[config.mk]
export PLATFORM = sky130hd
export DESIGN_NAME = skt_ctrl
export DESIGN_NICKNAME = d
export VERILOG_FILES = /design/src/rtl/skt_pkg.sv /design/src/rtl/skt_ctrl.sv
export SDC_FILE = /design/constraint.sdc
export NUM_CORES = 1
export LEC_CHECK = 0
export BUFFER_PORTS_ARGS = -buffer_cell sky130_fd_sc_hd__clkbuf_2
export CAP_MARGIN = 20
export CORE_MARGIN = 4
export CORE_UTILIZATION = 24
export DETAILED_ROUTE_END_ITERATION = 6
export GPL_ROUTABILITY_DRIVEN = 0
export HOLD_SLACK_MARGIN = 0.05
export PLACE_DENSITY = 0.52
export SLEW_MARGIN = 20
export SYNTH_ARGS = -nofsm -noshare
export SYNTH_HDL_FRONTEND = slang
export SYNTH_SLANG_ARGS = --single-unit
[constraint.sdc]
create_clock -name clock -period 1.75 [get_ports clock]
set_input_delay 0.35 -clock clock [delete_from_list [all_inputs] [get_ports clock]]
set_output_delay 0.35 -clock clock [all_outputs]
set_load 0.02 [all_outputs]
[src/rtl/skt_pkg.sv]
// ----------------------------------------------------------------------------
// skt_pkg
// Shared types, codes and constants of the sorted key table.
// ----------------------------------------------------------------------------
package skt_pkg;

   localparam int DEFAULT_CAPACITY = 256;
   localparam int KEY_W            = 32;
   localparam int MODE_W           = 2;
   localparam int STATUS_W         = 2;
   localparam int POSITION_W       = 8;
   localparam int ENTRIES_W        = 9;

   // Operation codes carried in a request.
   localparam logic [MODE_W-1:0] MODE_LOOKUP = 2'd0;
   localparam logic [MODE_W-1:0] MODE_INSERT = 2'd1;
   localparam logic [MODE_W-1:0] MODE_DELETE = 2'd2;

   // Result status codes.
   localparam logic [STATUS_W-1:0] STATUS_OK   = 2'd0;
   localparam logic [STATUS_W-1:0] STATUS_MISS = 2'd1;
   localparam logic [STATUS_W-1:0] STATUS_DUP  = 2'd2;
   localparam logic [STATUS_W-1:0] STATUS_FULL = 2'd3;

   typedef struct packed {
      logic [MODE_W-1:0]       mode;
      logic signed [KEY_W-1:0] key;
   } req_type;

   typedef struct packed {
      logic [STATUS_W-1:0]   status;
      logic [POSITION_W-1:0] position;
      logic [ENTRIES_W-1:0]  entries;
   } rsp_type;

   // Commands from the controller to the datapath.
   typedef struct packed {
      logic capture;    // take the request, open the search window
      logic probe_cmp;  // compare the probed key and narrow the window
      logic decide;     // settle the outcome and set up the move pointer
      logic rd_move;    // read address comes from the move pointer
      logic move_wr;    // write the moved key and step the pointer
      logic commit;     // place an inserted key, adjust the entry count
      logic load_rsp;   // load the output register
   } cmd_type;

   // Status from the datapath to the controller.
   typedef struct packed {
      logic search_open;  // search window is not yet empty
      logic mutate;       // the request changes the table
      logic move_more;    // keys remain to be moved
      logic out_free;     // output register can take a result
   } stat_type;

endpackage

[src/rtl/skt_ctrl.sv]
// ----------------------------------------------------------------------------
// skt_ctrl
// Sequencer for search, key moves, commit and result hand-off.
// ----------------------------------------------------------------------------
module skt_ctrl (
   input  logic             clock,
   input  logic             reset,
   input  logic             req_valid,
   output logic             req_stall,
   input  skt_pkg::stat_type stat,
   output skt_pkg::cmd_type  cmd
);
   import skt_pkg::*;

   typedef enum logic [7:0] {
      S_IDLE      = 8'b0000_0001,
      S_PROBE_RD  = 8'b0000_0010,
      S_PROBE_CMP = 8'b0000_0100,
      S_DECIDE    = 8'b0000_1000,
      S_MOVE_RD   = 8'b0001_0000,
      S_MOVE_WR   = 8'b0010_0000,
      S_COMMIT    = 8'b0100_0000,
      S_RESPOND   = 8'b1000_0000
   } state_type;

   state_type state_ff;
   state_type state_in;

   always_comb begin
      state_in = state_ff;
      cmd      = '0;
      unique case (state_ff)
         S_IDLE: begin
            if (req_valid) begin
               cmd.capture = 1'b1;
               state_in    = S_PROBE_RD;
            end
         end
         S_PROBE_RD: begin
            state_in = stat.search_open ? S_PROBE_CMP : S_DECIDE;
         end
         S_PROBE_CMP: begin
            cmd.probe_cmp = 1'b1;
            state_in      = S_PROBE_RD;
         end
         S_DECIDE: begin
            cmd.decide = 1'b1;
            state_in   = stat.mutate ? S_MOVE_RD : S_RESPOND;
         end
         S_MOVE_RD: begin
            cmd.rd_move = 1'b1;
            state_in    = stat.move_more ? S_MOVE_WR : S_COMMIT;
         end
         S_MOVE_WR: begin
            cmd.move_wr = 1'b1;
            state_in    = S_MOVE_RD;
         end
         S_COMMIT: begin
            cmd.commit = 1'b1;
            state_in   = S_RESPOND;
         end
         S_RESPOND: begin
            if (stat.out_free) begin
               cmd.load_rsp = 1'b1;
               state_in     = S_IDLE;
            end
         end
         default: begin
            state_in = S_IDLE;
         end
      endcase
   end

   always_ff @(posedge clock) begin
      if (reset) begin
         state_ff <= S_IDLE;
      end else begin
         state_ff <= state_in;
      end
   end

   assign req_stall = (state_ff != S_IDLE);

endmodule

-- Word level (Yosys, flattened, before mapping)
Cells that the tools add are included.
- bits in registers: 8
- output and inout bits: 8
- logic and storage cells: 28
- bits of input ports: 7
- reduce and logical (&&, ||, !) cells: 1
- equality and inequality tests: 11
- mux-type cells: 15
- operators with widths (operator ; number):
    case mux 8 bit (8 select lines) ; 1
    2-to-1 mux 8 bit ; 3
    2-to-1 mux 1 bit ; 9
    equality test 8 x 1 -> 1 bit (second input constant) ; 1
    equality test 8 x 2 -> 1 bit (second input constant) ; 1
    equality test 8 x 3 -> 1 bit (second input constant) ; 1
    equality test 8 x 4 -> 1 bit (second input constant) ; 1
    equality test 8 x 5 -> 1 bit (second input constant) ; 1
    equality test 8 x 6 -> 1 bit (second input constant) ; 1
    equality test 8 x 7 -> 1 bit (second input constant) ; 1
    equality test 8 bit (second input constant) ; 1
    != test 8 x 1 -> 1 bit (second input constant) ; 1
    2-to-1 mux 7 bit ; 1
    2-to-1 mux 4 bit ; 1
    != test 2 bit (second input constant) ; 2
    AND reduction 2 bit ; 1

-- Logic depth before layout (Yosys ltp)
Gate-level depths: netlist of run 1.
- word-level depth: 3
- mapped depth: 5
- gate-level depth less buffers: 4

-- Worst setup path after synthesis of run 1
No wires, ideal clock.
- path kind: flip-flop to output port
- start: register state_ff[1]
- end: output port cmd[6] in the netlist's numbering
- stages on the path, launching flop included: 4
- buffers on the path: 0
- path slack: -272 ps
- arrival time: 1672 ps
- path through: dfxtp_1 or4b_2 or2_1 nor2_1
- RTL lines (element ; line ; text):
    start, declared ; skt_ctrl.sv:26 ; state_type state_ff;
    start signal, assigned ; skt_ctrl.sv:78 ; state_ff <= state_in;
    end, declared ; skt_ctrl.sv:11 ; output skt_pkg::cmd_type cmd

==> qor.csv, run 1 <==
stage,metric,value,unit
outcome,outcome,finished with violations,
outcome,failing checks,setup timing,
floorplanning,die width,51.7,microns
cells_and_area,number of diodes,0,
logic_synthesis,Synthesis Warnings,0,
clock_tree,CTS Buf Count,3,
flow_run,max_cap viols,0,
placed_design,number of port buffers,14,
cells_and_area,FF/Latch Area,165,sq um
logic_synthesis,mux cell area share after synthesis,0,%
pwr,power share of the clock group,29.8,%
pwr,Logic pwr share,30.3,%
critical_path,Critical Path Fanout Max,2,
sta,Max Slew Vio Count,0,
logic_synthesis,Synth Area in Adders,0,%
sta,fmax,0.461,GHz
route,Via-to-Cell Ratio,4.54,
placed_design,post-place instance area,697,sq um
sta,Tcrit/Tclk final,124,%
logic_synthesis,Synth area leaders,"dfxtp_1 35%, nor4_1 5.4%, nor2_1 4.1%",
logic_synthesis,Post-Synth Simple-Gate Area,44.7,%
cells_and_area,Largest Register,state_ff,
sta,final hold slack,257,ps
global_route,GR Util All Layers,11.0,%
logic_synthesis,syn nets,58,
logic_synthesis,main combinational cell family by area after synthesis,simple AND/OR/NAND/NOR gates,
clock_tree,TritonCTS clock tree,done,
clock_tree,Clock Sinks,8,
route,DRT Wirelength,1330,microns
floorplanning,die area,0.00268,sq mm
logic_synthesis,synthesized area,459,sq um
pwr,Static Leak,0.387,nW
cells_and_area,design area,888,sq um
cells_and_area,max reg flops,8,
floorplanning,IO Pins,15,
sta,Worst slew margin,82.7,%
pwr,Seq pwr share,39.9,%
route,Routed WL per cell,11.8,microns
floorplanning,Starting Density,26.0,%
clock_tree,Worst-Skew Late Latency,250,ps
route,drt first-iter violations,3,
critical_path,critical path class,flip-flop to primary output,
global_route,"Remaining Overflow, GRT",0,
pwr,Worst VDD drop,526,uV
global_route,number of global-route vias before repair,542,
sta,total negative slack,-1930,ps
cells_and_area,"commonest non-fill, non-tap cell in the layout",buf_4,
critical_path,CP endpoint kind,primary output,
logic_synthesis,Synth async-reset ratio,0,%
critical_path,CP Data Required Time,1400,ps
cells_and_area,Area Growth Syn to Fin,93.5,%
placed_design,"worst slack, placed",-193,ps
sta,RSZ-0062 raised after global routing,true,
pwr,internal power,350,uW
cells_and_area,nets,97,
sta,measured slew at the worst slew-check pin,258,ps
clock_tree,Clock transition at path regs,60,ps
route,vias,513,
pwr,Switching Fraction,27.6,%
pwr,Sw Pwr,134,uW
cells_and_area,most frequent cells in the layout,"23 x buf_4, 6 x clkbuf_2, 4 x nor2_1, 4 x dfxtp_2, 4 x dfxtp_1",
floorplanning,row count,15,
cells_and_area,FILL cells,181,
logic_synthesis,sequential-to-total area share from yosys stat,34.9,%
sta,Finish-stage setup viols,9,
sta,Tmin final,2170,ps
sta,Fin. Hold Viols,0,
min_path,Hold/Removal Path Class,input pin to flip-flop,
logic_synthesis,Yosys cell types,33,
global_route,first-pass GRT wire length,2190,microns
global_route,initial antenna violation count,0,
critical_path,crit path DAT,1820,ps
logic_synthesis,top-area cell type share of the netlist area,34.9,%
floorplanning,core area,0.00176,sq mm
logic_synthesis,Avg Synthesized Cell Area,9.00,sq um
clock_tree,Root Buffer,clkbuf_4,
logic_synthesis,post-synthesis compound-gate area fraction,11.4,%
clock_tree,H-tree levels,1,
logic_synthesis,xor and xnor area share after synthesis,3.81,%
route,Detail Route Antenna Nets,0,
route,DR DRC count,0,
cells_and_area,area taken by multi-input logic gates,362,sq um
sta,worst-case clock skew,10.9,ps
route,DRT Pass-1 Iters,2,
clock_tree,CTS Buffer Depth,2,
sta,worst setup margin,-420,ps
critical_path,CP Launch Type,flip-flop,
floorplanning,DIE HEIGHT,51.7,microns
cells_and_area,share of cells above drive strength 1,67.0,%
logic_synthesis,Post-synth EDFFs,0,
logic_synthesis,Synth Flop Type,dfxtp_1,
logic_synthesis,Syn Inst Count,51,
placed_design,Detailed Place HPWL,986,microns
global_route,largest net degree at the start of global routing,8,
cells_and_area,Largest regs,state_ff x8,
logic_synthesis,leading area contributor after synthesis,dfxtp_1,
pwr,pwr dens,544,mW/mm^2
logic_synthesis,Seq cells post-synth,8,
[layout make-up]
| class | instances | share of cell area, % |
|---|---|---|
| inverter | 3 | 1.27 |
| multi-input combinational | 38 | 40.7 |
| timing repair buffer | 36 | 33.4 |
| clock buffer | 3 | 2.54 |
| sequential | 8 | 18.6 |
| tap | 25 | 3.52 |
[power groups by stage]
| stage | logic, mW | registers [mW] | clock network, mW |
|---|---|---|---|
| 3_5_place_dp | 0.111 | 0.196 | 0 |
| 4_1_cts | 0.136 | 0.192 | 0.144 |
| 5_1_grt | 0.158 | 0.193 | 0.158 |
| 6_report | 0.146 | 0.193 | 0.144 |
| 2_1_floorplan | 0.0557 | 0.197 | 0 |
| 3_3_place_gp | 0.110 | 0.196 | 0 |
[worst paths after layout]
kind	from	end	slack (ps)	cells after the start
worst max-delay path	state_ff[1]	cmd[5]	-420	4
worst min-delay path	stat[1]	state_ff[6]	260	2
worst max register to register	state_ff[1]	state_ff[7]	-30	5
worst min register to register	state_ff[0]	state_ff[2]	530	2
[cells in the mapped netlist, drive strengths merged (2+ instances only)]
library cell and number:
dfxtp 8, inv 3, nand3b 2, nor2 5
nor3 3, nor3b 2, nor4 4, or2b 2
or4 2
[layer usage]
metal	GRT usage (%)	vias to the layer above	routed length [microns]
met4	6.55	0	14
met3	2.87	2	42
met5	0	-	0
met2	18.0	9	709
met1	12.7	234	565
li1	-	268	-
[worst max-delay path: stages (launching register included)]
cell and delay, ps:
dfxtp_2 320, or4_4 530, or3_4 360, nor3b_4 200, clkbuf_8 170
[cell families (layout without fill, tap and decap cells)]
family | after synthesis | count (layout)
and+or+nand+nor | 29 | 29
DFF | 8 | 8
AOI/OAI and AO/OA | 7 | 7
buffers and inverters | 5 | 42
xor gates and xnor gates | 2 | 2
[stage by stage]
step | instances | total power, mW | util [%]
4_1_cts | 111 | 0.472 | 47.6
5_1_grt | 113 | 0.509 | 50.4
6_report | 113 | 0.483 | 50.4
3_5_place_dp | 105 | 0.308 | 39.5
2_1_floorplan | 51 | 0.252 | -
3_3_place_gp | 105 | 0.306 | 39.5
[what timing repair did]
item	CTS	global route
endpoints found under the setup margin	10	11
buffers inserted	3	2
pin swaps	6	4
gates resized for setup	24	12
hold buffers	0	0
Note: power is estimated with default switching activity, not from simulation.
==> run 2: changes to the inputs <==
- CORE_UTILIZATION: 24 -> 33
- PLACE_DENSITY: 0.52 -> 0.63
- REMOVE_ABC_BUFFERS: not set -> 1
- clock period: 1.75 -> 2 ns (I/O delays scaled with it)
==> run 2 against run 1 <==
Non-clock buffer count is 8 lower. Sequential cell count stayed put. Highest routed layer unchanged. Critical path depth stayed put. Clock skew is 5.0 ps lower. Largest power group unchanged. Sequential share of layout area is 2.8 points higher. Die area is 23% lower. Critical endpoint unchanged. Worst setup slack better by 180 ps. Clock power is 13% lower. The run still ends with setup timing left.
==> qor.csv, run 2 (synthesis gave the netlist of run 1 again) <==
stage,metric,value,unit
clock_tree,CTS Buffer Depth,2,
cells_and_area,Area Growth Syn to Fin,65.9,%
cells_and_area,share of cells above drive strength 1,56.3,%
pwr,power share of the clock group,31.4,%
global_route,first-pass GRT wire length,1900,microns
sta,total negative slack,-1090,ps
cells_and_area,Largest regs,state_ff x8,
floorplanning,IO Pins,15,
critical_path,CP Data Required Time,1600,ps
floorplanning,die area,0.00205,sq mm
floorplanning,core area,0.00130,sq mm
floorplanning,row count,13,
route,vias,497,
floorplanning,DIE HEIGHT,45.3,microns
sta,Tcrit/Tclk final,112,%
clock_tree,cts-stage hold buffer count,0,
pwr,Worst VDD drop,346,uV
sta,fmax,0.447,GHz
flow_run,max_cap viols,0,
clock_tree,Clock Sinks,8,
route,DRT Wirelength,1220,microns
min_path,Hold/Removal Path Class,input pin to flip-flop,
clock_tree,H-tree levels,1,
global_route,"Remaining Overflow, GRT",0,
global_route,initial antenna violation count,0,
cells_and_area,number of diodes,0,
sta,RSZ-0062 raised after global routing,true,
critical_path,CP endpoint kind,primary output,
route,Via-to-Cell Ratio,5.23,
floorplanning,die width,45.3,microns
clock_tree,Clock transition at path regs,50,ps
clock_tree,TritonCTS clock tree,done,
placed_design,Placed Cells,88,
outcome,outcome,finished with violations,
cells_and_area,Largest Register,state_ff,
clock_tree,Root Buffer,clkbuf_4,
pwr,Static Leak,0.330,nW
placed_design,post-place instance area,611,sq um
sta,worst-case clock skew,5.89,ps
pwr,pwr dens,525,mW/mm^2
route,drt first-iter violations,4,
clock_tree,Worst-Skew Late Latency,260,ps
cells_and_area,most frequent cells in the layout,"15 x buf_4, 9 x clkbuf_2, 6 x dfxtp_1",
route,DR DRC count,0,
critical_path,critical path class,flip-flop to primary output,
global_route,number of global-route vias before repair,483,
cells_and_area,max reg flops,8,
cells_and_area,design area,762,sq um
placed_design,Detailed Place HPWL,868,microns
sta,Finish-stage setup viols,6,
cells_and_area,FILL cells,123,
floorplanning,Starting Density,35.3,%
cells_and_area,non-filler cells in the finished layout,95,
route,Routed WL per cell,12.9,microns
global_route,largest net degree at the start of global routing,8,
critical_path,crit path DAT,1840,ps
cells_and_area,nets,89,
clock_tree,CTS Buf Count,3,
pwr,Sw Pwr,112,uW
pwr,Logic pwr share,26.4,%
route,DRT Pass-1 Iters,2,
critical_path,Critical Path Fanout Max,4,
critical_path,CP Launch Type,flip-flop,
sta,measured slew at the worst slew-check pin,344,ps
outcome,failing checks,setup timing,
placed_design,number of port buffers,14,
sta,Worst slew margin,77.1,%
pwr,internal power,288,uW
sta,Tmin final,2240,ps
global_route,GR Util All Layers,13.4,%
placed_design,"worst slack, placed",-3.46,ps
pwr,Switching Fraction,27.9,%
pwr,Seq pwr share,42.2,%
sta,worst setup margin,-240,ps
route,Detail Route Antenna Nets,0,
sta,Max Slew Vio Count,0,
sta,Fin. Hold Viols,0,
cells_and_area,"commonest non-fill, non-tap cell in the layout",buf_4,
[run 2: cell types whose count changed in the layout (fill, tap and decap cells not counted), sizes merged]
cell	change
buf	-8
[run 2: area by class of cell]
| class | instances | area [sq um] | area share, % |
|---|---|---|---|
| multi-input cells | 38 | 344 | 45.2 |
| repair buffers | 28 | 203 | 26.6 |
| flip-flops and latches | 8 | 163 | 21.3 |
| clock buffers | 3 | 22.5 | 2.96 |
| well taps | 15 | 18.8 | 2.46 |
| inverters | 3 | 11.3 | 1.48 |
[run 2: power groups by stage]
stage          registers (mW)  clock network (mW)  logic [mW]
2_1_floorplan           0.172                   0      0.0422
4_1_cts                 0.168               0.132      0.0899
5_1_grt                 0.169               0.135       0.116
3_3_place_gp            0.171                   0      0.0827
6_report                0.169               0.126       0.106
3_5_place_dp            0.172                   0      0.0827
[run 2: what timing repair did]
action                                  CTS  global route
resized for setup                         9            17
buffers inserted                          2             2
endpoints found under the setup margin    8             8
pin swaps                                 1             3
hold endpoints to repair                  0             0
[run 2: routing by layer]
layer | track usage (%) | share of wire [%] | routed length [microns]
met1 | 14.7 | 41 | 499
met2 | 22.3 | 55 | 675
met3 | 1.20 | 1.7 | 21
met4 | 12.3 | 2.2 | 27
met5 | 0 | 0 | 0
[run 2: worst max-delay path, cell delays in order (launching register included)]
cell and delay (ps):
dfxtp_2 330, or4_4 540, or3_4 360, nor3b_4 210, buf_6 140
[run 2: path summary, 6_finish.rpt]
path                            slack, ps        start     endpoint  depth (start not counted)
worst max-delay path                 -240  state_ff[0]       cmd[5]                          4
worst min-delay path                  310      stat[3]  state_ff[3]                          2
worst max register to register        160  state_ff[0]  state_ff[0]                          5
worst min register to register        530  state_ff[0]  state_ff[2]                          2
[run 2: per-stage QoR]
step           total power, mW  util [%]  hold slack (ps)
2_1_floorplan            0.215         -              467
3_3_place_gp             0.254      46.9              558
3_5_place_dp             0.254      46.9              576
4_1_cts                  0.390      52.3              304
5_1_grt                  0.420      58.6              320
6_report                 0.400      58.6              313
